File: config.mk
export PLATFORM = sky130hd
export DESIGN_NAME = fslm_decode
export DESIGN_NICKNAME = d
export VERILOG_FILES = /design/src/sv/first_seen_line_marker_unit_assert.svh /design/src/sv/fslm_pkg.sv /design/src/sv/fslm_decode.sv
export SDC_FILE = /design/constraint.sdc
export NUM_CORES = 1
export LEC_CHECK = 0
export ABC_CLOCK_PERIOD_IN_PS = 3910
export BUFFER_PORTS_ARGS = -buffer_cell sky130_fd_sc_hd__buf_2
export CORE_AREA = 2 2 39 41
export DETAILED_ROUTE_END_ITERATION = 10
export DIE_AREA = 0 0 41 43
export PLACE_DENSITY = 0.79
export SYNTH_ARGS = -nofsm -noshare
export SYNTH_HDL_FRONTEND = slang
export SYNTH_SLANG_ARGS = --single-unit
File: constraint.sdc
create_clock -name vclk -period 3.91
set_input_delay 0.5865 -clock vclk [all_inputs]
set_output_delay 0.5865 -clock vclk [all_outputs]
set_load 0.02 [all_outputs]
File: src/sv/first_seen_line_marker_unit_assert.svh
// Assertion macros for the line marker. Both macros sample on the rising
// edge of clk; the first is switched off while reset is applied.
`ifndef FIRST_SEEN_LINE_MARKER_UNIT_ASSERT_SVH
`define FIRST_SEEN_LINE_MARKER_UNIT_ASSERT_SVH
`ifndef SYNTHESIS
`define FSLM_ASSERT(lbl, prop, msg) \
    lbl: assert property (@(posedge clk) disable iff (!rst_n) prop) else $error(msg);
`define FSLM_ASSERT_ALWAYS(lbl, prop, msg) \
    lbl: assert property (@(posedge clk) prop) else $error(msg);
`else
`define FSLM_ASSERT(lbl, prop, msg)
`define FSLM_ASSERT_ALWAYS(lbl, prop, msg)
`endif
`endif

File: src/sv/fslm_pkg.sv
package fslm_pkg;

    typedef logic [2:0] count_t;

    localparam count_t COUNT_SAT     = 3'd4;
    localparam count_t NAV_SB_LIMIT  = 3'd3;
    localparam count_t DATA_SB_LIMIT = 3'd1;

    localparam logic [15:0] TAG_SINGLE_BAND = 16'd1;
    localparam logic [15:0] TAG_MULTI_BAND  = 16'd0;

    localparam int CFG_INDEX_W = 2;
    localparam int CFG_DATA_W  = 9;

    typedef logic [CFG_INDEX_W-1:0] cfg_index_t;

    localparam cfg_index_t REG_LINE_COUNT      = 2'd0;
    localparam cfg_index_t REG_PARTITION_COUNT = 2'd1;
    localparam cfg_index_t REG_SLICE_COUNT     = 2'd2;

    // Classification of one header.
    typedef struct packed {
        logic examined;
        logic navig;
        logic ok;
    } fslm_dec_t;

    // Status of the clearing pass after reset.
    typedef struct packed {
        logic busy;
        logic nav_wr;
    } fslm_clr_t;

endpackage

File: src/sv/fslm_decode.sv
module fslm_decode
    import fslm_pkg::*;
#(
    parameter int MAX_LINES      = 256,
    parameter int MAX_PARTITIONS = 16,
    parameter int MAX_SLICES     = 16
)
(
    input  logic [7:0]  line_index,
    input  logic [3:0]  partition_index,
    input  logic [3:0]  slice_index,
    input  logic [15:0] repetition_index,
    input  logic        is_calibration,
    input  logic        is_phase_correction,
    input  logic [8:0]  line_count,
    input  logic [4:0]  partition_count,
    input  logic [4:0]  slice_count,
    output fslm_dec_t   dec
);

    logic part_ok;
    logic slice_ok;
    logic line_ok;

    // An index must lie below both its register and the store's built size.
    assign part_ok  = ({1'b0, partition_index} < partition_count) &&
                      ({28'd0, partition_index} < 32'(MAX_PARTITIONS));
    assign slice_ok = ({1'b0, slice_index} < slice_count) &&
                      ({28'd0, slice_index} < 32'(MAX_SLICES));
    assign line_ok  = ({1'b0, line_index} < line_count) &&
                      ({24'd0, line_index} < 32'(MAX_LINES));

    assign dec.examined = (repetition_index == 16'd0) && !is_calibration;
    assign dec.navig    = is_phase_correction;
    assign dec.ok       = part_ok && slice_ok && (is_phase_correction || line_ok);

endmodule

### After elaboration in Yosys (flattened, before gate mapping)

Cells that the tools add are included.

| cells by class | value |
|---|---|
| order comparisons | 3 |
| reduce and logical (&&, ||, !) cells | 6 |

Operators by type and width:

| cell | count |
|---|---|
| 16-bit zero test | 1 |
| 4-bit by 5-bit less-than comparator with 1-bit output | 2 |
| 8-bit by 9-bit less-than comparator with 1-bit output | 1 |
| 1-bit logical AND | 3 |
| 1-bit zero test | 1 |
| 1-bit logical OR | 1 |

| word-level totals | value |
|---|---|
| register bits after elaboration | 0 |
| input bits | 53 |
| output and inout bits | 3 |
| word-level logic and storage cells | 9 |

### Depth between registers and ports, before layout

| depth | value |
|---|---|
| word-level depth | 3 |
| gate-level depth with buffers | 6 |

### Worst setup path before layout

OpenSTA, ideal clock, no wires.

| path | value |
|---|---|
| path kind | input to output |
| from | input line_count[6] |
| to | output dec[0] in the netlist's numbering |
| data arrival time | 1759 ps |
| data required time | 3323 ps |
| setup slack | 1565 ps |
| stages | 6 |
| cell sequence | inv_1 -> ha_1 -> a21o_1 -> a221oi_2 -> o21ai_1 -> a21oi_1 |

RTL lines:

| what | line | text |
|---|---|---|
| start: declaration | fslm_decode.sv:15 | `input logic [8:0] line_count,` |
| end: declaration | fslm_decode.sv:18 | `output fslm_dec_t dec` |

==> out/metrics.yaml <==
post_cts_buffers: 0
wl_met1_um: 373
drtAntennaViolNets: 0
cts_resized: 0
syn-num-nets: 123
synth.area.mux_share_pct: 0
yosysUniqueCellTypes: 17
yosys.area_share.simple_pct: 24.0
regArea_um2: 0
core_mm2: 0.00138
n_antenna_cell: 0
vias: 573
drt_iter0_markers: 3
seq_cell_count: 0
rsz0062_at_grt: "no"
first_pass_iters: 2
hold_slack_ns: 1.41
drt-total-wl_mm: 1.04
synth_fa_ha_area_share_pct: 41.0
total_power_uw: 62.0
grt_pass1_wl_mm: 1.68
grt_max_degree: 3
nNetsFinal: 180
start_kind: "primary input"
placed_area_um2: 689
wl_per_cell_um: 8.14
fin_util_pct: 49.8
cp.arrival_ns: 1.82
period_minus_slack_ns: 2.41
fin_area_um2: 689
p_leak_uw: 0.000461
final_common_cell: "buf_2"
die_x_um: 41
synth-seq-area-share_pct: 0
critPathMaxFanout: 2
ios: 56
yosys_warnings: 0
cts-hold-fix-buffers: 0
finalHoldViolCount: 0
synth_compound_area_share_pct: 20.8
std_cell_rows: 14
place_hpwl_mm: 1.04
globalRouteTotalUtil_pct: 12.5
syn_to_final_growth_pct: 73.8
end_kind: "primary output"
grt_pass1_vias: 529
wl_met2_um: 574
path_class: "primary input to primary output"
antenna_found_initial: 0
slew-limit-headroom_pct: 83.4
synth_area_um2: 397
synth-xor-area-share_pct: 0
final.setup.tns_ns: 0
setup_viol: 0
initial_core_util_pct: 28.7
drv_cap: 0
clock_buffers: 0
io_buffer_count: 56
vias_per_cell: 4.48
power_density_mw_per_mm2: 89.9
hold_path_class: "primary input to primary output"
endpoint: "dec[0]"
layout-drive-gt1-share_pct: 51.8
ir_drop_uv: 33.1
drc: 0
grt-ovfl-total: 0
netlist_instances: 57
highest_layer: "met3"
status: "complete, no violations"
max_freq_ghz: 0.415
slew_viol_final: 0
gp_congestion: 0.662
required_ns: 3.32
synth_top_family_by_area: "adder cells"
syn_area_per_cell_um2: 6.96
worst_pin_slew_ns: 0.246
die-area_mm2: 0.00176
final_cell_mix: "buf_2, inv_1, ha_1, nor2_1"
startpoint: "line_index[6]"
min_period_over_period_pct: 61.6
wl_met3_um: 94
die_y_um: 43
==> synth_stat cells <==
cell type	count	area share (%)
a221oi_2	1	3.8
o21ai_0	4	5.0
and3_2	1	1.9
a22o_1	1	2.2
nand3_1	1	1.3
nand4_1	1	1.6
buf_4	1	1.9
a31oi_1	1	1.6
a21oi_1	1	1.3
nor4_1	4	6.3
ha_1	13	41
nor2_1	8	7.6
inv_1	13	12
nor3b_1	2	3.8
o21ai_1	1	1.3
nand2b_1	1	1.6
a21o_1	3	5.7
==> logic make-up after synthesis <==
| group | count (synthesis) |
|---|---|
| compound gates | 12 |
| fa+ha+maj | 13 |
| buf+inv | 14 |
| simple gates | 18 |
==> power by group <==
group	switching, µW	internal [µW]	total [µW]
Clock	0	0	0
Combinational	25.8	36.2	62.0
Sequential	0	0	0
==> cell type report <==
| class | count | area [µm²] |
|---|---|---|
| timing repair buffer | 56 | 280 |
| fill | 144 | 694 |
| inverter | 13 | 48.8 |
| tap | 16 | 20.0 |
| multi-input combinational | 43 | 340 |
==> per-layer routing <==
layer  vias up  track usage (%)
li1        310                -
met1       240             12.0
met2        23             27.2
met3         0                0
met4         0                0
met5         -                0
==> metrics by stage <==
step / worst slack, ns / std cells
floorplan: 1.56 / 57
global placement: 1.51 / 128
detailed placement: 1.48 / 128
CTS: 1.48 / 128
global route: 1.38 / 128
finish: 1.50 / 128
==> worst min path at each step <==
stage | start | to | slack, ns | cells past startpoint
finish | is_phase_correction | dec[1] | 1.41 | 2
global route | is_phase_correction | dec[1] | 1.43 | 2
CTS | is_phase_correction | dec[1] | 1.41 | 2
detailed placement | is_phase_correction | dec[1] | 1.41 | 2
global placement | is_phase_correction | dec[1] | 1.41 | 2
floorplan | repetition_index[14] | dec[2] | 1.26 | 1
==> critical path, stage by stage <==
cell and delay, ns:
buf_2 0.10, ha_1 0.30, a21o_1 0.19, a221oi_2 0.24, o21ai_1 0.09, a21oi_1 0.14
buf_2 0.18
(Power assumes the default switching activity.)
