<file path="config.mk">
export PLATFORM = sky130hd
export DESIGN_NAME = fslm_mem
export DESIGN_NICKNAME = d
export VERILOG_FILES = /design/src/sv/first_seen_line_marker_unit_assert.svh /design/src/sv/fslm_pkg.sv /design/src/sv/fslm_mem.sv
export SDC_FILE = /design/constraint.sdc
export NUM_CORES = 1
export LEC_CHECK = 0
export BUFFER_PORTS_ARGS = -buffer_cell sky130_fd_sc_hd__buf_4
export CAP_MARGIN = 20
export CORE_MARGIN = 1
export CORE_UTILIZATION = 60
export CTS_CLUSTER_DIAMETER = 120
export DETAILED_ROUTE_END_ITERATION = 6
export PLACE_DENSITY = 0.86
export SLEW_MARGIN = 20
export SYNTH_ARGS = -nofsm -noshare
export SYNTH_HDL_FRONTEND = slang
export SYNTH_SLANG_ARGS = --single-unit
</file>
<file path="constraint.sdc">
create_clock -name clk -period 6 [get_ports clk]
set_clock_uncertainty 0.15 [all_clocks]
set_input_delay 0 -clock clk [delete_from_list [all_inputs] [get_ports clk]]
set_output_delay 0 -clock clk [all_outputs]
set_load 0.005 [all_outputs]
</file>
<file path="src/sv/first_seen_line_marker_unit_assert.svh">
// Assertion macros for the line marker. Both macros sample on the rising
// edge of clk; the first is switched off while reset is applied.
`ifndef FIRST_SEEN_LINE_MARKER_UNIT_ASSERT_SVH
`define FIRST_SEEN_LINE_MARKER_UNIT_ASSERT_SVH
`ifndef SYNTHESIS
`define FSLM_ASSERT(lbl, prop, msg) \
    lbl: assert property (@(posedge clk) disable iff (!rst_n) prop) else $error(msg);
`define FSLM_ASSERT_ALWAYS(lbl, prop, msg) \
    lbl: assert property (@(posedge clk) prop) else $error(msg);
`else
`define FSLM_ASSERT(lbl, prop, msg)
`define FSLM_ASSERT_ALWAYS(lbl, prop, msg)
`endif
`endif

</file>
<file path="src/sv/fslm_pkg.sv">
package fslm_pkg;

    typedef logic [2:0] count_t;

    localparam count_t COUNT_SAT     = 3'd4;
    localparam count_t NAV_SB_LIMIT  = 3'd3;
    localparam count_t DATA_SB_LIMIT = 3'd1;

    localparam logic [15:0] TAG_SINGLE_BAND = 16'd1;
    localparam logic [15:0] TAG_MULTI_BAND  = 16'd0;

    localparam int CFG_INDEX_W = 2;
    localparam int CFG_DATA_W  = 9;

    typedef logic [CFG_INDEX_W-1:0] cfg_index_t;

    localparam cfg_index_t REG_LINE_COUNT      = 2'd0;
    localparam cfg_index_t REG_PARTITION_COUNT = 2'd1;
    localparam cfg_index_t REG_SLICE_COUNT     = 2'd2;

    // Classification of one header.
    typedef struct packed {
        logic examined;
        logic navig;
        logic ok;
    } fslm_dec_t;

    // Status of the clearing pass after reset.
    typedef struct packed {
        logic busy;
        logic nav_wr;
    } fslm_clr_t;

endpackage

</file>
<file path="src/sv/fslm_mem.sv">
module fslm_mem
    import fslm_pkg::*;
#(
    parameter int DEPTH = 256,
    parameter int AW    = 8
)
(
    input  logic          clk,
    input  logic          we,
    input  logic [AW-1:0] waddr,
    input  count_t        wdata,
    input  logic          re,
    input  logic [AW-1:0] raddr,
    output count_t        rdata
);

    count_t mem [DEPTH];
    count_t rdata_reg;

    // A read in the same cycle as a write to the same entry returns the old value.
    always_ff @(posedge clk)
    begin
        if (we)
        begin
            mem[waddr] <= wdata;
        end
        if (re)
        begin
            rdata_reg <= mem[raddr];
        end
    end

    assign rdata = rdata_reg;

endmodule

</file>
======== After elaboration in Yosys (flattened, before gate mapping) ========
Memories as Yosys holds them, arrays and structs flattened. A register that Yosys moved wholly into a read port is not among the register bits.
Index checks and enable logic that the tools add are counted.
cells by class
  multiplexer cells ....................... 2
operator list
  cell              count
  2-to-1 mux 1 bit  2
storage, ports and cells
  bits in writable memories ............... 768
  memories ................................ 1
  logic and storage cells ................. 3
  flip-flop bits (word level) ............. 0
memory list
  memory  words  bits a word  read ports  clocked after memory_dff  wr ports  line            source
  mem     256    3            1           1                         1         fslm_mem.sv:17  count_t mem [DEPTH];

======== Logic depth before layout (Yosys ltp) ========
Gate-level depths: netlist of the first run.
  word-level depth ........................ 2
  depth in mapped cells ................... 12

======== Worst setup path after synthesis of the first run ========
No wires, ideal clock.
  path type ............................... input to register
  start point ............................. in raddr[0]
  end point ............................... reg rdata_reg[1] (netlist: rdata[1]) (read register of mem) (data pin)
  arrival time ............................ 1.994 ns
  path slack .............................. 3.588 ns
  stages on the path ...................... 11
  library setup time ...................... 0.268 ns
  data required time ...................... 5.582 ns
  cells stage by stage .................... buf_6 > buf_2 > buf_6 > buf_6 > buf_4 > mux2i_1 > o22ai_1 > a2111oi_0 > nor3_1 > nor3_1 > o211ai_1
RTL lines
  element             line            source
  start: declaration  fslm_mem.sv:13  input logic [AW-1:0] raddr,
  end: declaration    fslm_mem.sv:18  count_t rdata_reg;

==> summary.md, run 1 <==
| Metric | Value |
|---|---|
| Worst-Margin Slew | `1120 ps` |
| Final hold viol count | `0` |
| Vias post-DR | `16903` |
| Inserted Clock Buffers | `73` |
| Fin util | `66.88%` |
| Mapped Area | `31070 um2` |
| Clk network pwr share | `41.4%` |
| Initial cell density of the core | `60.68%` |
| Fillcell total | `3038` |
| Internal power | `8766 uW` |
| Count of cell types in the netlist | `53` |
| YS warnings | `0` |
| Switching power | `2299 uW` |
| Switch share | `20.78%` |
| Min-delay worst type | `primary input to flop` |
| Most used flip-flop cell after synthesis | `edfxtp_1` |
| #FFs+latches synth | `771` |
| Die width | `229.6 um` |
| Boundary Pins | `25` |
| Detail Route Antenna Nets | `0` |
| Post-CTS Setup Bufs | `0` |
| Max FFs per register | `768` |
| Share of cells above drive strength 1 | `17.62%` |
| RSZ-0062 raised after global routing | `false` |
| Commonest non-fill, non-tap cells in the layout | `771 x edfxtp_1, 277 x nor2_1, 153 x mux4_2, 92 x mux2i_1, 77 x clkbuf_16` |
| Synthesis-to-finish area growth | `10.21%` |
| Async SR Flop Fraction | `0%` |
| Vias per Instance | `6.827` |
| Routability cong. | `0.8894` |
| Final worst slack | `2944 ps` |
| Worst skew pair latency | `620 ps` |
| Register area share after synthesis | `74.52%` |
| Post-route DRC | `0` |
| Port bufs | `24` |
| Drt total wl | `74190 um` |
| Vias in the first global route | `17202` |
| DP Worst Slack | `2567 ps` |
| Syn avg cell area | `18.14 um2` |
| Row count | `83` |
| Die Ht | `229.6 um` |
| Placeable Area | `51200 um2` |
| Cells after synthesis | `1713` |
| Die area | `52700 um2` |
| CP startpoint kind | `flop` |
| Largest net degree at the start of global routing | `167` |
| Drt initial violations | `2480` |
| Total power | `11060 uW` |
| CTS Hold Bufs | `12` |
| First drt pass iteration count | `6` |
| Final Non-Filler Cells | `2476` |
| Comb pwr share | `4.9%` |
| Fin crit share | `50.93%` |
| Initial antenna violation count | `0` |
| GRT Resource Usage Total | `28.60%` |
| Most common cell after layout, fill and taps aside | `edfxtp_1` |
| Reg clk slew, reported paths | `60 ps` |
| Setup violators final | `0` |
| Setup TNS Final | `0 ps` |
| Seq pwr share | `53.8%` |
| Global-route wire length before repair | `109500 um` |
| Critical path type | `flop to flop` |
| Pwr per Cell Area | `323.1 nW/um2` |
| Max Slew Vio Count | `0` |
| Slew headroom | `25.34%` |
| P_leak | `0.01059 uW` |
| Tmin final | `3056 ps` |
| CTS tree | `built` |
| Clock Sinks | `771` |
| Root Driver | `clkbuf_16` |
| H-tree depth | `3` |
| Number of synthesized flops with an enable pin | `771` |
| Placed wire-length estimate | `43440 um` |
| Post-DR wirelength/cell | `29.96 um` |
| Syn Nets | `1735` |
| Nets | `1761` |
| Grt total ovfl | `0` |
| Fmax | `327.2 MHz` |
| Worst Path Max Fanout | `1` |
| PostCTS Resize Cnt | `0` |
| Max-cap violations | `0` |
| Worst vdd ir | `0.2032 mV` |
| Status | `finished clean` |
| Worst Setup End Kind | `flop` |
| Placed Instances | `2332` |
| Crit path required time | `6180 ps` |
| Largest buffer count on any clock path | `3` |
| Worst EP arrival | `3240 ps` |
through the flow:
stage,area [um2],hold slack (ps)
6_report,34240,57.38
5_1_grt,34230,63.02
4_1_cts,34220,0.5577
3_5_place_dp,31750,127.1
3_3_place_gp,31750,126.2
2_1_floorplan,31070,-51.13
final timing paths:
path,start,to,slack (ps),cells past startpoint
worst min-delay path,raddr[2],rdata[0],60,4
worst max-delay path,mem[87][1],rdata[1],2940,7
worst min register to register,mem[80][0],rdata[0],870,4
worst max register to register,mem[87][1],rdata[1],2940,7
critical path, cell delays in order, from the launching register on:
cell and delay (ps):
edfxtp_1 420, mux4_2 480, nor2b_1 140, a211oi_1 520, o41ai_1 190, o211ai_1 180
dlygate4sd3_1 580, o211ai_1 100
layer usage:
metal / routed length (um) / track usage [%]
met1: 25860 / 37.53
met2: 36000 / 45.82
met3: 8500 / 5.839
met4: 3820 / 14.63
met5: 0 / 0
final cells by class:
type	instances	area, um2	share of cell area, %
multi-input cells	822	7283	21.27
well taps	680	850.8	2.485
clock buffers	89	1972	5.759
clock inverters	40	381.6	1.115
flip-flops and latches	771	23150	67.62
inverters	4	15.01	0.04385
diodes	3	7.507	0.02193
repair buffers	67	578.1	1.688
logic make-up after synthesis:
logic type / after synthesis / share of synthesized area (%)
buf+inv: 120 / 2.046
flops: 771 / 74.52
simple gates: 439 / 6.198
compound gates: 137 / 3.145
mux: 246 / 14.09
Yosys cell counts, drive strengths merged (5+ instances only):
cell type	n	area share (%)
buf	46	1.2
clkbuf	70	0.85
o22ai	16	0.32
nor4	5	0.10
nand2	36	0.43
nand4	11	0.22
nor3	15	0.24
mux2i	92	3.0
nand2b	6	0.12
and2	5	0.10
mux4	153	11
nor2b	25	0.50
a22oi	43	1.0
nor2	278	3.4
edfxtp	771	75
a2111oi	5	0.14
a31oi	9	0.18
nand3	36	0.58
a211oi	8	0.19
o221ai	7	0.20
a21oi	22	0.35
power by group through the flow:
stage	Combinational, uW	Sequential (uW)	Clock (uW)
floorplan	315	6060	0
global placement	502	6060	0
detailed placement	516	6060	0
CTS	530	5950	4590
global route	561	5950	4780
finish	539	5950	4580
Note: power is estimated with default switching activity, not from simulation.
==> run 2: changes to the inputs <==
- ABC_AREA: not set -> 1
- CORE_UTILIZATION: 60 -> 57
- clock period: 6 -> 2.7 ns (I/O delays scaled with it)
==> run 2 against run 1 <==
- the flow now finishes with violations (design-rule violations)
- core utilization fell by 3.5 points
- clock-buffer cell count rose by 3
- register-to-register slack got worse by 2700 ps
- final cell count rose by 49%
- via count rose by 38%
- synthesized cell count rose by 69%
- first-iteration DRC count rose by 49%
- maximum frequency rose by 24%
- worst hold slack got worse by 1.8 ps
- critical path type unchanged
- highest routed layer is now met5
==> summary.md, run 2 <==
| Metric | Value |
|---|---|
| Worst min-delay path startpoint | `waddr[4]` |
| Initial cell density of the core | `57.61% (-3.1 points)` |
| Syn avg cell area | `11.25 um2 (-38%)` |
| PostCTS Resize Cnt | `0 (unchanged)` |
| Number of synthesized flops with an enable pin | `771 (unchanged)` |
| Syn Nets | `2909 (+68%)` |
| Post-DR wirelength/cell | `23.29 um (-22%)` |
| Worst-Margin Slew | `862.5 ps (-257.4 ps)` |
| Synth area leaders | `edfxtp_1 71%, nand3_1 11%, nand2_1 9.9%, nor2_1 3.3%, buf_2 1.4%` |
| Global-route wire length before repair | `129100 um (+18%)` |
| Fmax | `405.4 MHz (+24%)` |
| Most common cell in the netlist | `nand2_1` |
| Crit path required time | `2930 ps (-3250 ps)` |
| Vias post-DR | `23384 (+38%)` |
| Most used flip-flop cell after synthesis | `edfxtp_1` |
| Max FFs per register | `768 (unchanged)` |
| Async SR Flop Fraction | `0% (unchanged)` |
| R2R depth | `11 (+4)` |
| Hold path cells | `5 (+1)` |
| Row count | `87 (+4.8%)` |
| #FFs+latches synth | `771 (unchanged)` |
| Initial antenna violation count | `3 (+3)` |
| Max Used Layer | `met5` |
| Slew headroom | `42.36% (+17 points)` |
| Boundary Pins | `25 (unchanged)` |
| Worst vdd ir | `0.5163 mV (+150%)` |
| Synthesis-to-finish area growth | `9.933%` |
| Max Slew Vio Count | `0 (unchanged)` |
| Post-route DRC | `7 (+7)` |
| Placed Instances | `3539 (+52%)` |
| Tmin final | `2466 ps (-589.6 ps)` |
| Worst skew pair latency | `620 ps (about the same)` |
| Max-cap violations | `0 (unchanged)` |
| YS warnings | `0 (unchanged)` |
| Vias in the first global route | `22841 (+33%)` |
| RR Endpoint | `rdata[0]` |
| Cells after synthesis | `2887 (+69%)` |
| CTS tree | `built` |
| Largest buffer count on any clock path | `3 (unchanged)` |
| Area fraction of the dominant cell type after synthesis | `71.27% (-3.3 points)` |
| Reg clk slew, reported paths | `70 ps (about the same)` |
| Met3 WL | `11810 um (+39%)` |
| Mapped Area | `32490 um2 (+4.6%)` |
| Reg2reg setup slack | `230 ps (-2710 ps)` |
| Final hold viol count | `0 (unchanged)` |
| Placeable Area | `56390 um2 (+10%)` |
| Port bufs | `24 (unchanged)` |
| Metal2 WL | `40130 um (+11%)` |
| Vias per Instance | `6.353 (-6.9%)` |
| Register area share after synthesis | `71.27% (-3.3 points)` |
| CP startpoint kind | `flop` |
| First drt pass iteration count | `7 (+1)` |
| RSZ-0062 raised after global routing | `false` |
| Setup violators final | `0 (unchanged)` |
| Critical path type | `flop to flop` |
| Worst Setup End Kind | `flop` |
| Fin crit share | `91.35% (+40 points)` |
| Commonest non-fill, non-tap cells in the layout | `854 x nand2_1, 771 x edfxtp_1, 741 x nand3_1, 283 x nor2_1, 77 x clkbuf_16` |
| Root Driver | `clkbuf_16` |
| Largest net degree at the start of global routing | `151 (-9.6%)` |
| Grt total ovfl | `0 (unchanged)` |
| Met1 wire length | `28610 um (+11%)` |
| Drt total wl | `85720 um (+16%)` |
| Die Ht | `240.7 um (+4.9%)` |
| Most common cell after layout, fill and taps aside | `nand2_1` |
| Setup TNS Final | `0 ps (unchanged)` |
| Crit Reg-Reg Startpoint | `mem[234][0]` |
| Worst Hold End | `mem[168][0]` |
| Detail Route Antenna Nets | `0 (unchanged)` |
| Die width | `240.7 um (+4.9%)` |
| Leading post-synthesis cells by instance count | `854 x nand2_1, 771 x edfxtp_1, 741 x nand3_1, 283 x nor2_1, 90 x buf_2` |
| Min-delay worst type | `primary input to flop` |
| Synth area leader | `edfxtp_1` |
| Share of cells above drive strength 1 | `6.671% (-11 points)` |
| Worst EP arrival | `2690 ps (-550 ps)` |
| GRT Resource Usage Total | `29.84% (+1.2 points)` |
| Nets | `2897 (+65%)` |
| Placed wire-length estimate | `49210 um (+13%)` |
| Clock Sinks | `771 (unchanged)` |
| Die area | `57950 um2 (+10%)` |
| Fillcell total | `3896 (+28%)` |
| Count of cell types in the netlist | `14 (-74%)` |
| Inserted Clock Buffers | `74 (+1.4%)` |
| Routability cong. | `0.9194 (+3.4%)` |
| Failing checks | `design-rule violations` |
| Final Non-Filler Cells | `3681 (+49%)` |
| Worst Path Max Fanout | `1 (unchanged)` |
| H-tree depth | `3 (unchanged)` |
| Pwr per Cell Area | `691.0 nW/um2 (+110%)` |
| Drt initial violations | `3694 (+49%)` |
| DP Worst Slack | `393.6 ps (-2173 ps)` |
| P_leak | `0.01237 uW (+17%)` |
| Status | `complete, but fails checks` |
| Final worst slack | `233.5 ps (-2710 ps)` |
-- run 2: changes by cell type after synthesis, moves of 33 or more --
cell / change
mux2i_1: -92
inv_1: +33
buf_2: +77
a22oi_1: -43
mux4_2: -153
nand3_1: +705
nand2_1: +818
-- run 2: what timing repair did --
action / 4_1_cts / 5_1_grt
endpoints found under the hold margin: 303 / 0
buffers inserted: 0 / 0
setup endpoints to repair: 0 / 0
hold buffers: 16 / 0
-- run 2: cell type report --
type                            count  area [um2]  area share (%)
Timing Repair Buffer              111        1221           3.419
Multi-Input combinational cell   1878        7976           22.33
Clock inverter                     32       264.0          0.7392
Sequential cell                   771       23150           64.83
Tap cell                          756       945.9           2.649
Clock buffer                       92        1983           5.553
Antenna cell                        2       5.005         0.01401
Inverter                           39       165.2          0.4625
-- run 2: routing by layer --
metal	track usage, %	vias up
met4	17.40	6
met2	48.21	1964
met5	0	-
met3	6.382	382
li1	-	10013
met1	37.41	11019
-- run 2: how the worst max path moves through the flow --
stage	from	endpoint	slack, ps	depth (start not counted)
CTS	mem[234][0]	rdata[0]	280	11
global placement	raddr[0]	rdata[2]	410	13
global route	mem[254][0]	rdata[0]	190	11
floorplan	raddr[0]	rdata[1]	1270	14
detailed placement	raddr[1]	rdata[0]	390	12
finish	mem[234][0]	rdata[0]	230	11
-- run 2: metrics by stage --
step                      cell area, um2  power [uW]  util, %  hold slack (ps)
after detailed placement           33300       14960    59.06            143.4
after global routing               35710       25180    63.33            73.18
final                              35710       24680    63.34            55.53
after global placement             33300       14910    59.06            142.2
after floorplan                    32490       14360        -           -51.13
after CTS                          35710       24610    63.33            17.59
-- run 2: cells by family (layout without fill, tap and decap cells) --
logic type	Yosys count	count (layout)	synth area share, %
buf+inv	238	274	4.179
flops	771	771	71.27
other cells	0	2	0
simple gates	1878	1878	24.55
-- run 2: worst max-delay path: stages (launching register included) --
cell and delay, ps:
edfxtp_1 400, nand2_1 90, nand3_1 100, nand3_1 130
nand3_1 80, nand3_1 160, nand2_1 180, nand2_1 170
nand3_1 70, dlygate4sd3_1 560, nand3_1 100, nand2_1 50
-- run 2: power by group --
part / switching, uW / total (uW) / internal [uW]
registers: 13.0 / 13200 / 13200
clock network: 4290 / 9870 / 5580
logic: 1180 / 1600 / 425
