[src/sv/first_seen_line_marker_unit_assert.svh]
// Assertion macros for the line marker. Both macros sample on the rising
// edge of clk; the first is switched off while reset is applied.
`ifndef FIRST_SEEN_LINE_MARKER_UNIT_ASSERT_SVH
`define FIRST_SEEN_LINE_MARKER_UNIT_ASSERT_SVH
`ifndef SYNTHESIS
`define FSLM_ASSERT(lbl, prop, msg) \
    lbl: assert property (@(posedge clk) disable iff (!rst_n) prop) else $error(msg);
`define FSLM_ASSERT_ALWAYS(lbl, prop, msg) \
    lbl: assert property (@(posedge clk) prop) else $error(msg);
`else
`define FSLM_ASSERT(lbl, prop, msg)
`define FSLM_ASSERT_ALWAYS(lbl, prop, msg)
`endif
`endif

[src/sv/fslm_pkg.sv]
package fslm_pkg;

    typedef logic [2:0] count_t;

    localparam count_t COUNT_SAT     = 3'd4;
    localparam count_t NAV_SB_LIMIT  = 3'd3;
    localparam count_t DATA_SB_LIMIT = 3'd1;

    localparam logic [15:0] TAG_SINGLE_BAND = 16'd1;
    localparam logic [15:0] TAG_MULTI_BAND  = 16'd0;

    localparam int CFG_INDEX_W = 2;
    localparam int CFG_DATA_W  = 9;

    typedef logic [CFG_INDEX_W-1:0] cfg_index_t;

    localparam cfg_index_t REG_LINE_COUNT      = 2'd0;
    localparam cfg_index_t REG_PARTITION_COUNT = 2'd1;
    localparam cfg_index_t REG_SLICE_COUNT     = 2'd2;

    // Classification of one header.
    typedef struct packed {
        logic examined;
        logic navig;
        logic ok;
    } fslm_dec_t;

    // Status of the clearing pass after reset.
    typedef struct packed {
        logic busy;
        logic nav_wr;
    } fslm_clr_t;

endpackage

[src/sv/fslm_clear.sv]
module fslm_clear
    import fslm_pkg::*;
#(
    parameter int DEPTH     = 65536,
    parameter int NAV_DEPTH = 256,
    parameter int AW        = 16
)
(
    input  logic          clk,
    input  logic          rst_n,
    output logic [AW-1:0] addr,
    output fslm_clr_t     status
);

    logic [AW-1:0] addr_reg;
    logic          busy_reg;

    always_ff @(posedge clk or negedge rst_n)
    begin
        if (!rst_n)
        begin
            addr_reg <= '0;
            busy_reg <= 1'b1;
        end
        else if (busy_reg)
        begin
            if (addr_reg == AW'(DEPTH - 1))
            begin
                busy_reg <= 1'b0;
            end
            else
            begin
                addr_reg <= addr_reg + AW'(1);
            end
        end
    end

    // The navigator store is smaller and is cleared during the first part of the sweep.
    assign addr          = addr_reg;
    assign status.busy   = busy_reg;
    assign status.nav_wr = busy_reg && (32'(addr_reg) < NAV_DEPTH);

endmodule

[config.mk]
export PLATFORM = sky130hd
export DESIGN_NAME = fslm_clear
export DESIGN_NICKNAME = d
export VERILOG_FILES = /design/src/sv/first_seen_line_marker_unit_assert.svh /design/src/sv/fslm_pkg.sv /design/src/sv/fslm_clear.sv
export SDC_FILE = /design/constraint.sdc
export NUM_CORES = 1
export LEC_CHECK = 0
export ABC_CLOCK_PERIOD_IN_PS = 4350
export BUFFER_PORTS_ARGS = -buffer_cell sky130_fd_sc_hd__buf_4
export CAP_MARGIN = 20
export CORE_MARGIN = 4
export CORE_UTILIZATION = 55
export DETAILED_ROUTE_END_ITERATION = 16
export PLACE_DENSITY = 0.81
export SLEW_MARGIN = 20
export SYNTH_ARGS = -nofsm -noshare
export SYNTH_HDL_FRONTEND = slang
export SYNTH_SLANG_ARGS = --single-unit
[constraint.sdc]
create_clock -name clk -period 4.35 [get_ports clk]
set_input_delay 0.435 -clock clk [delete_from_list [all_inputs] [get_ports clk]]
set_output_delay 0.435 -clock clk [all_outputs]
set_load 0.005 [all_outputs]
[Word level (Yosys, flattened, before mapping)]
Index checks and enable logic that the tools add are counted.
Operators by class
  add/subtract/negate cells: 1
  magnitude comparators: 1
  eq/ne operators: 1
  multiplexer cells: 2
  bitwise gates (word level): 1
  reductions and logical operators: 2
Operators by type and width (count)
  adder 16 x 1 -> 16 bit, second input constant: 1
  equality test 16 bit, second input constant: 1
  < comparator 16 x 9 -> 1 bit, second input constant: 1
  2-to-1 mux 1 bit: 2
  AND reduction 2 bit: 1
  logical AND 1 bit: 1
  NOT 1 bit: 1
Word-level totals
  register bits: 17
  bits of input ports: 2
  output and inout port bits: 18
  logic and storage cells: 10

[Logic depth before layout (Yosys ltp)]
Gate-level depths: netlist of run 1.
  depth after elaboration: 3
  gate-level depth with buffers: 5
  mapped depth without buffers: 5

[Least setup slack after synthesis of run 1]
Ideal clock, no wire load.
  path kind: reg-to-reg
  from: reg addr_reg[0], in the netlist addr[0]
  to: reg addr_reg[1], in the netlist addr[1]
  setup time: 0.125 ns
  data arrival time: 1.446 ns
  data required time: 4.225 ns
  setup slack: 2.779 ns
  cell stages (with the launch flop): 6
  path buffers: 0
  clock period less this slack: 1.571 ns
  cell sequence: dfrtp_1 -> ha_1 -> nand4_1 -> nor4_4 -> nor2b_2 -> mux2_4
Between the ends
  word-level cells in the longest chain between the ends: 3
  elaborated cells on any way between the ends: 4
  classes of those cells: add/sub (1); eq/ne (1); bitwise (1); reduce/logical (1)
Ends and longest elaborated chain
  from (decl): RTL line fslm_clear.sv:15  | logic [AW-1:0] addr_reg;
  from (signal assigned): RTL line fslm_clear.sv:33  | addr_reg <= addr_reg + AW'(1);
  parallel branches: the longest is 3 deep, another holds adder 16 x 1 -> 16 bit
Parallel ways; which one is timed is not known.
A chain may end at the register's enable or synchronous reset.

==> out/metrics.yaml, run 1 <==
status:
  status: "finished, final reports clean"
drt:
  drtIter0Drc: 10
  drc: 0
  wl_um: 1890
  drt_pre_antenna_iters: 4
  wl_per_cell_um: 16.0
  via_per_inst: 6.03
  ant_nets: 0
  num_vias: 712
setup_path:
  rr_worst_depth: 5
  max_stage_delay_ns: 0.45
  critical_path_buf_inv_count: 1
  crit_type: "register to output port"
  reg2reg_slack_ns: 2.61
  worstReg2RegEnd: "addr[1]"
  cp.depth: 4
  cp-end-kind: "output port"
  worstReg2RegStart: "addr[0]"
  cp_data_arrival_time_ns: 1.53
  slowest_stage: "dfrtp_1"
  crit_chain: "nor4_1, nand3b_1, nor4_1, buf_4"
  path_max_fanout: 5
  crit_family: "simple AND/OR/NAND/NOR gates"
  crit_required_ns: 3.91
  critPathMostFrequentCell: "nor4_1"
  crit_path_start_kind: "register"
  worstSetupStartpoint: "addr[10]"
timing:
  clock_skew_ns: 0.00174
  final-setup-viol-count: 0
  fin_hold_ws_ns: 0.525
  hold_viol_final: 0
  min_period_ns: 1.97
  fmax_ghz: 0.508
  min_period_over_period_pct: 45.2
  slew_violations: 0
  slew_headroom_pct: 71.2
  setup_ws_ns: 2.38
  rsz0062_at_grt: "false"
  setup_tns_ns: 0
  tightestPinTransition_ns: 0.428
die:
  die_w_um: 47.6
  rows: 14
  core_sq_um: 1490
  ios: 20
  die_y_um: 47.6
  dieArea_sq_um: 2260
  initial_core_util_pct: 57.8
grt:
  grt_usage_pct: 19.3
  antenna_found_initial: 0
  grt.overflow.total: 0
  grt_start_max_net_pins: 18
  grt_pass1_wl_um: 2980
  grt_pass1_vias: 697
placement:
  pre_cts_ws_ns: 2.65
  port_buffers: 19
  gp_congestion: 0.784
  dp_cells: 113
worst_hold_path:
  min_path_cells: 1
  min_to: "addr[5]"
  hold_start: "addr[5]"
  hold_class: "register to register"
clocking:
  insertion_delay_ns: 0.29
  cts_tree: "done"
  cts-root-buf: "clkbuf_4"
  ctsResizeCount: 0
  clock_path_buffers: 2
  cts_sinks: 17
  cts_post_setup_buffers_inserted: 0
  clkTransAtPathRegs_ns: 0.10
  cts_buffers: 3
  htreeDepth: 1
synthesis:
  synthCells: 79
  synth.avg_cell_area_sq_um: 10.9
  yosysSeqAreaShare_pct: 49.6
  synth_top_area_cell: "dfrtp_1"
  synth_cell_types: 28
  synth_warnings: 0
  synth_nets: 82
  synth_area_leaders: "dfrtp_1, xor2_1, nand3_1, dfstp_2, nor2_1"
  synth_top_area_share_pct: 46.5
  synth_area_sq_um: 861
  ys_seq_elements: 17
power:
  power.total_mw: 0.247
  ir_drop_v: 0.000210
  pwr_density_cell_nw_per_um2: 235
  power_leakage_nw: 0.557
layout:
  nFillCells: 129
  largest_reg_flops: 16
  drive_gt1_share_pct: 28.4
  nNetsFinal: 106
  regArea_sq_um: 427
  final_cells: 118
  n_antenna_cell: 0
  area_growth_pct: 22.2
  multiInputGateArea_sq_um: 423
run:
  drv_cap: 0
==> synth_stat cells, drive strengths merged <==
cell     n
nand2    5
xor2    10
and4     1
nand4b   1
dfstp    1
nor4     5
dfrtp   16
and3     1
a21oi    2
nand3b   1
a211oi   1
nor2     7
nor4b    1
a41oi    1
buf      1
ha       1
nor3     5
nor3b    1
nand4    5
xnor2    2
nand3    6
inv      1
nor2b    1
a31oi    1
mux2     2
==> how the worst max path moves through the flow <==
stage,end,slack (ns)
2_1_floorplan,addr[1],2.78
3_3_place_gp,addr[1],2.68
3_5_place_dp,addr[1],2.65
4_1_cts,status[0],2.41
5_1_grt,status[0],2.33
6_report,status[0],2.38
==> through the flow <==
stage	utilization, %	area, sq um
3_5_place_dp	68.2	1020
4_1_cts	70.7	1050
6_report	70.7	1050
5_1_grt	70.7	1050
2_1_floorplan	-	861
3_3_place_gp	68.2	1020
==> area by class of cell <==
type                            count  share of cell area, %
Clock buffer                        4                   2.50
Tap cell                           16                   1.90
Multi-Input combinational cell     60                   40.2
Timing Repair Buffer               20                   14.5
Inverter                            1                  0.357
Sequential cell                    17                   40.5
==> cells by family (layout without fill, tap and decap cells) <==
kind of cell	count (synthesis)	after routing	share of synthesized area (%)
buffers and inverters	2	25	1.31
adder cells (fa/ha/maj)	1	1	1.45
AND/OR/NAND/NOR	40	40	28.6
AO/OA/AOI/OAI	5	5	3.78
multiplexers	2	2	3.05
flip-flops	17	17	49.6
XOR/XNOR	12	12	12.2
==> power breakdown <==
group	switching [mW]	internal (mW)
Combinational	0.00311	0.00120
Sequential	0	0.158
Clock	0.0492	0.0357
==> per-layer routing <==
metal / wire length (um) / vias up / global-route usage [%]
li1: - / 334 / -
met1: 824 / 358 / 22.4
met2: 942 / 16 / 32.9
met3: 89 / 4 / 2.63
met4: 37 / 0 / 12.9
met5: 0 / - / 0
==> layout by cell type (no fill, tap or decap), types with 2 or more instances in the layout <==
cell	netlist	routed
nor3_1	5	5
nand3_1	6	6
clkbuf_4	0	3
nand4_1	3	3
nor4_1	4	4
xor2_1	10	10
dfrtp_1	16	16
buf_4	1	19
nand2_1	5	5
nand4_2	2	2
nor2_1	7	7
xnor2_1	2	2
a21oi_1	2	2
==> timing repair <==
item                                    in CTS  in global routing
endpoints found under the setup margin       0                  0
hold buffers                                 1                  0
hold endpoints to repair                    16                  0
No activity file was read; power rests on OpenSTA's default activity.
==> run 2: changes to the inputs <==
ABC_AREA = 1   (was unset)
ABC_CLOCK_PERIOD_IN_PS = 1780   (was 4350)
CORE_ASPECT_RATIO = 1.4   (was unset)
CORE_UTILIZATION = 49   (was 55)
PLACE_DENSITY = 0.74   (was 0.81)
clock period = 1.78 ns   (was 4.35 ns; I/O delays follow)
==> out/metrics.yaml, run 2 <==
timing:
  final-setup-viol-count: 0
  min_period_ns: 1.56
  hold_viol_final: 0
  clock_skew_ns: 0.000681
  rsz0062_at_grt: "false"
  slew_violations: 0
  slew_headroom_pct: 78.6
  tightestPinTransition_ns: 0.321
  fmax_ghz: 0.641
  setup_tns_ns: 0
  min_period_over_period_pct: 87.6
grt:
  antenna_found_initial: 0
  grt_pass1_wl_um: 4380
  grt_start_max_net_pins: 18
  grt.overflow.total: 0
  grt_usage_pct: 17.5
  grt_pass1_vias: 1037
synthesis:
  synth.avg_cell_area_sq_um: 7.12
  synth_warnings: 0
  synth_top_cells_by_count: "nand2_1, inv_1, dfrtp_1"
  synth_top_area_share_pct: 35.4
  synthCells: 159
  synth_area_leaders: "dfrtp_1, nand2_1, inv_1, nand4_1, nor2_2"
  ys_seq_elements: 17
  ys_dominant_reg_cell: "dfrtp_1"
  async_flop_share_pct: 100
  synth_area_sq_um: 1130
  yosysSeqAreaShare_pct: 37.7
  synth_top_area_cell: "dfrtp_1"
  synth_cell_types: 20
  synth_nets: 162
  yosysMostFrequentCell: "nand2_1"
  synth-edff-count: 0
drt:
  drt_pre_antenna_iters: 4
  wl_um: 2560
  drc: 0
  via_per_inst: 5.17
  ant_nets: 0
  drtIter0Drc: 57
  wl_per_cell_um: 12.5
  num_vias: 1054
layout:
  largest_reg_flops: 16
  mostFrequentLayoutCells: "nand2_1, inv_1, buf_4"
  final_common_cell: "nand2_1"
  drive_gt1_share_pct: 25.8
  n_antenna_cell: 0
  nFillCells: 214
  nNetsFinal: 186
  area_growth_pct: 17.6
  final_area_sq_um: 1330
setup_path:
  critical_path_buf_inv_count: 2
  path_max_fanout: 5
  max_stage_delay_ns: 0.63
  worstReg2RegStart: "addr[0]"
  cp_data_arrival_time_ns: 1.38
  crit_chain: "inv_2, nor3_1, buf_4"
  slowest_stage: "dfstp_2"
  crit_family: "flip-flops"
  crit_path_start_kind: "register"
  reg2reg_slack_ns: 0.25
  worstReg2RegEnd: "addr[6]"
  rr_worst_depth: 8
  crit_required_ns: 1.60
  cp-end-kind: "output port"
  crit_type: "register to output port"
clocking:
  cts_buffers: 3
  htreeDepth: 1
  ctsResizeCount: 0
  cts_sinks: 17
  clock_path_buffers: 2
  cts_tree: "done"
  cts-root-buf: "clkbuf_4"
  cts_post_setup_buffers_inserted: 0
  clkTransAtPathRegs_ns: 0.10
  insertion_delay_ns: 0.30
die:
  die_w_um: 48.6
  dieArea_sq_um: 3160
  initial_core_util_pct: 51.4
  ios: 20
  core_sq_um: 2200
  die_y_um: 64.9
  rows: 20
run:
  drv_cap: 0
placement:
  dp_hpwl_um: 1990
  gp_congestion: 0.920
  port_buffers: 19
  place_area_sq_um: 1290
status:
  status: "finished, final reports clean"
power:
  pwr_density_cell_nw_per_um2: 459
  power_leakage_nw: 0.689
  ir_drop_v: 0.000415
worst_hold_path:
  hold_class: "input pin to asynchronous set/reset pin"
-- run 2: cell types whose count changed after synthesis, sizes merged, moves of 5 or more --
cell	before	now
nand2	5	65
nor2	7	23
nor4	5	0
xor2	10	3
inv	1	24
-- run 2: stage by stage --
| stage | setup slack, ns | hold slack, ns | total power [mW] | std cells | util (%) |
|---|---|---|---|---|---|
| after floorplan | 0.422 | -0.118 | 0.394 | 159 | - |
| after detailed placement | 0.271 | 0.0577 | 0.403 | 199 | 58.8 |
| after global routing | 0.112 | 0.283 | 0.641 | 204 | 60.5 |
| after CTS | 0.221 | 0.273 | 0.618 | 204 | 60.5 |
| after global placement | 0.330 | 0.0561 | 0.403 | 199 | 58.8 |
| final | 0.221 | 0.268 | 0.611 | 204 | 60.5 |
-- run 2: per-layer routing --
layer,track usage [%],up-vias,wire length [um]
met5,0,-,0
met4,11.1,0,87
met3,3.22,9,121
met2,31.9,35,1320
met1,17.9,471,1030
li1,-,539,-
-- run 2: repair_timing --
action | 4_1_cts | 5_1_grt
hold buffers | 1 | 0
endpoints found under the hold margin | 17 | 0
setup endpoints to repair | 0 | 0
-- run 2: logic make-up (layout without fill, tap and decap cells) --
family,after synthesis,count (layout),share of synthesized area (%)
xor+xnor,5,5,3.87
compound gates,2,2,0.884
flops,17,17,37.7
fa+ha+maj,1,1,1.10
buf+inv,25,48,8.62
simple gates,109,109,47.8
-- run 2: how the worst max path moves through the flow --
stage,slack (ns),end,cells past startpoint,from
after global placement,0.33,addr[8],7,addr[0]
after detailed placement,0.27,addr[6],8,addr[0]
final,0.22,status[0],3,busy_reg
after CTS,0.22,status[0],3,busy_reg
after floorplan,0.42,addr[8],7,addr[0]
after global routing,0.11,addr[6],8,addr[0]
-- run 2: where the power goes --
part / internal (mW) / switching [mW]
sequential: 0.386 / 0
combinational: 0.00293 / 0.00771
clock: 0.0875 / 0.127
total: 0.476 / 0.135
-- run 2: layout make-up --
class / count / area [sq um] / area share, %
inverter: 24 / 90.1 / 6.77
tap: 22 / 27.5 / 2.07
timing repair buffer: 20 / 153 / 11.5
clock buffer: 4 / 26.3 / 1.97
multi-input combinational: 117 / 608 / 45.7
sequential: 17 / 427 / 32.0
==> run 3: changes to the inputs <==
ABC_AREA = unset   (was 1)
BUFFER_PORTS_ARGS = -buffer_cell sky130_fd_sc_hd__buf_2   (was -buffer_cell sky130_fd_sc_hd__buf_4)
CORE_UTILIZATION = 46   (was 49)
CTS_CLUSTER_DIAMETER = 50   (was unset)
PLACE_DENSITY = 0.73   (was 0.74)
==> out/metrics.yaml, run 3 (same netlist as run 1, synthesis figures left out) <==
setup_path:
  crit_type: "register to output port"
  worstSetupStartpoint: "addr[10]"
  crit_chain: "nor4_1, nand3b_1, nor4_1, buf_2"
  crit_required_ns: 1.60
  reg2reg_slack_ns: 0.19
  crit_family: "simple AND/OR/NAND/NOR gates"
  cp-end-kind: "output port"
  critical_path_buf_inv_count: 1
  worstReg2RegStart: "addr[9]"
  critPathMostFrequentCell: "nor4_1"
  path_max_fanout: 5
  slowest_stage: "dfrtp_1"
  cp_data_arrival_time_ns: 1.43
  crit_path_start_kind: "register"
  max_stage_delay_ns: 0.45
grt:
  grt_pass1_wl_um: 2980
  grt_pass1_vias: 696
  antenna_found_initial: 0
  grt_usage_pct: 15.0
  grt_start_max_net_pins: 18
  grt.overflow.total: 0
layout:
  mostFrequentLayoutCells: "buf_2, dfrtp_1, xor2_1"
  drive_gt1_share_pct: 30.8
  final_common_cell: "buf_2"
  n_antenna_cell: 0
  regArea_sq_um: 427
  nFillCells: 162
  largest_reg_flops: 16
  area_growth_pct: 19.6
  multiInputGateArea_sq_um: 428
  finish.utilization_pct: 57.9
  nNetsFinal: 108
timing:
  tightestPinTransition_ns: 0.376
  min_period_over_period_pct: 90.1
  hold_viol_final: 0
  clock_skew_ns: 0.00188
  slew_violations: 0
  min_period_ns: 1.60
  slew_headroom_pct: 75.0
  rsz0062_at_grt: "false"
  final-setup-viol-count: 0
  setup_tns_ns: 0
  fmax_ghz: 0.623
clocking:
  clkTransAtPathRegs_ns: 0.09
  cts-root-buf: "clkbuf_4"
  insertion_delay_ns: 0.30
  cts_buffers: 3
  clock_path_buffers: 2
  htreeDepth: 1
  cts_tree: "done"
  cts_sinks: 17
run:
  drv_cap: 0
worst_hold_path:
  hold_class: "input pin to asynchronous set/reset pin"
die:
  die_w_um: 44.6
  die_y_um: 59.2
  core_sq_um: 1780
  rows: 18
  dieArea_sq_um: 2640
  initial_core_util_pct: 48.4
  ios: 20
power:
  pwr_density_cell_nw_per_um2: 588
  ir_drop_v: 0.000394
  power_leakage_nw: 0.569
placement:
  port_buffers: 19
  gp_congestion: 0.782
  dp_hpwl_um: 1270
drt:
  drtIter0Drc: 19
  wl_um: 1760
  drt_pre_antenna_iters: 4
  via_per_inst: 5.69
  wl_per_cell_um: 14.2
  drc: 0
  num_vias: 706
  ant_nets: 0
status:
  status: "finished, final reports clean"
==> run 3: per-stage QoR <==
step	setup slack, ns	area (sq um)	total power [mW]	instances	hold WS [ns]
after CTS	0.128	1020	0.606	124	0.340
after global placement	0.196	988	0.402	119	0.113
final	0.176	1030	0.605	124	0.325
after detailed placement	0.160	988	0.402	119	0.121
after global routing	0.0281	1030	0.627	124	0.363
after floorplan	0.209	861	0.394	79	-0.118
==> run 3: worst paths after layout <==
path	end	cells past startpoint
worst max-delay path	status[0]	4
worst min-delay path	addr[10]	2
worst max register to register	addr[1]	4
worst min register to register	addr[5]	1
max in group asynchronous	busy_reg	2
min in group clk	addr[5]	1
==> run 3: report_power, final <==
group | total (mW) | internal (mW) | leakage (nW) | switching [mW]
clock | 0.210 | 0.0875 | 0.0150 | 0.122
sequential | 0.386 | 0.386 | 0.234 | 0
combinational | 0.00961 | 0.00223 | 0.320 | 0.00738
total | 0.605 | 0.476 | 0.569 | 0.130
==> run 3: metal layers <==
metal,GRT usage (%),vias up,share of wire [%]
met3,2.13,5,6.1
li1,-,341,-
met2,25.5,25,46
met1,17.7,335,45
met5,0,-,0
met4,8.19,0,2.1
==> run 3: layout make-up <==
class | instances | area share, %
Timing Repair Buffer | 22 | 11.7
Tap cell | 20 | 2.43
Multi-Input combinational cell | 60 | 41.6
Clock buffer | 4 | 2.55
Sequential cell | 17 | 41.4
Inverter | 1 | 0.365
==> run 3: timing repair <==
item                                    CTS  global route
setup buffers                             0             0
hold buffers                              1             0
endpoints found under the setup margin    0             1
hold endpoints to repair                 16             0
resized for setup                         0             1
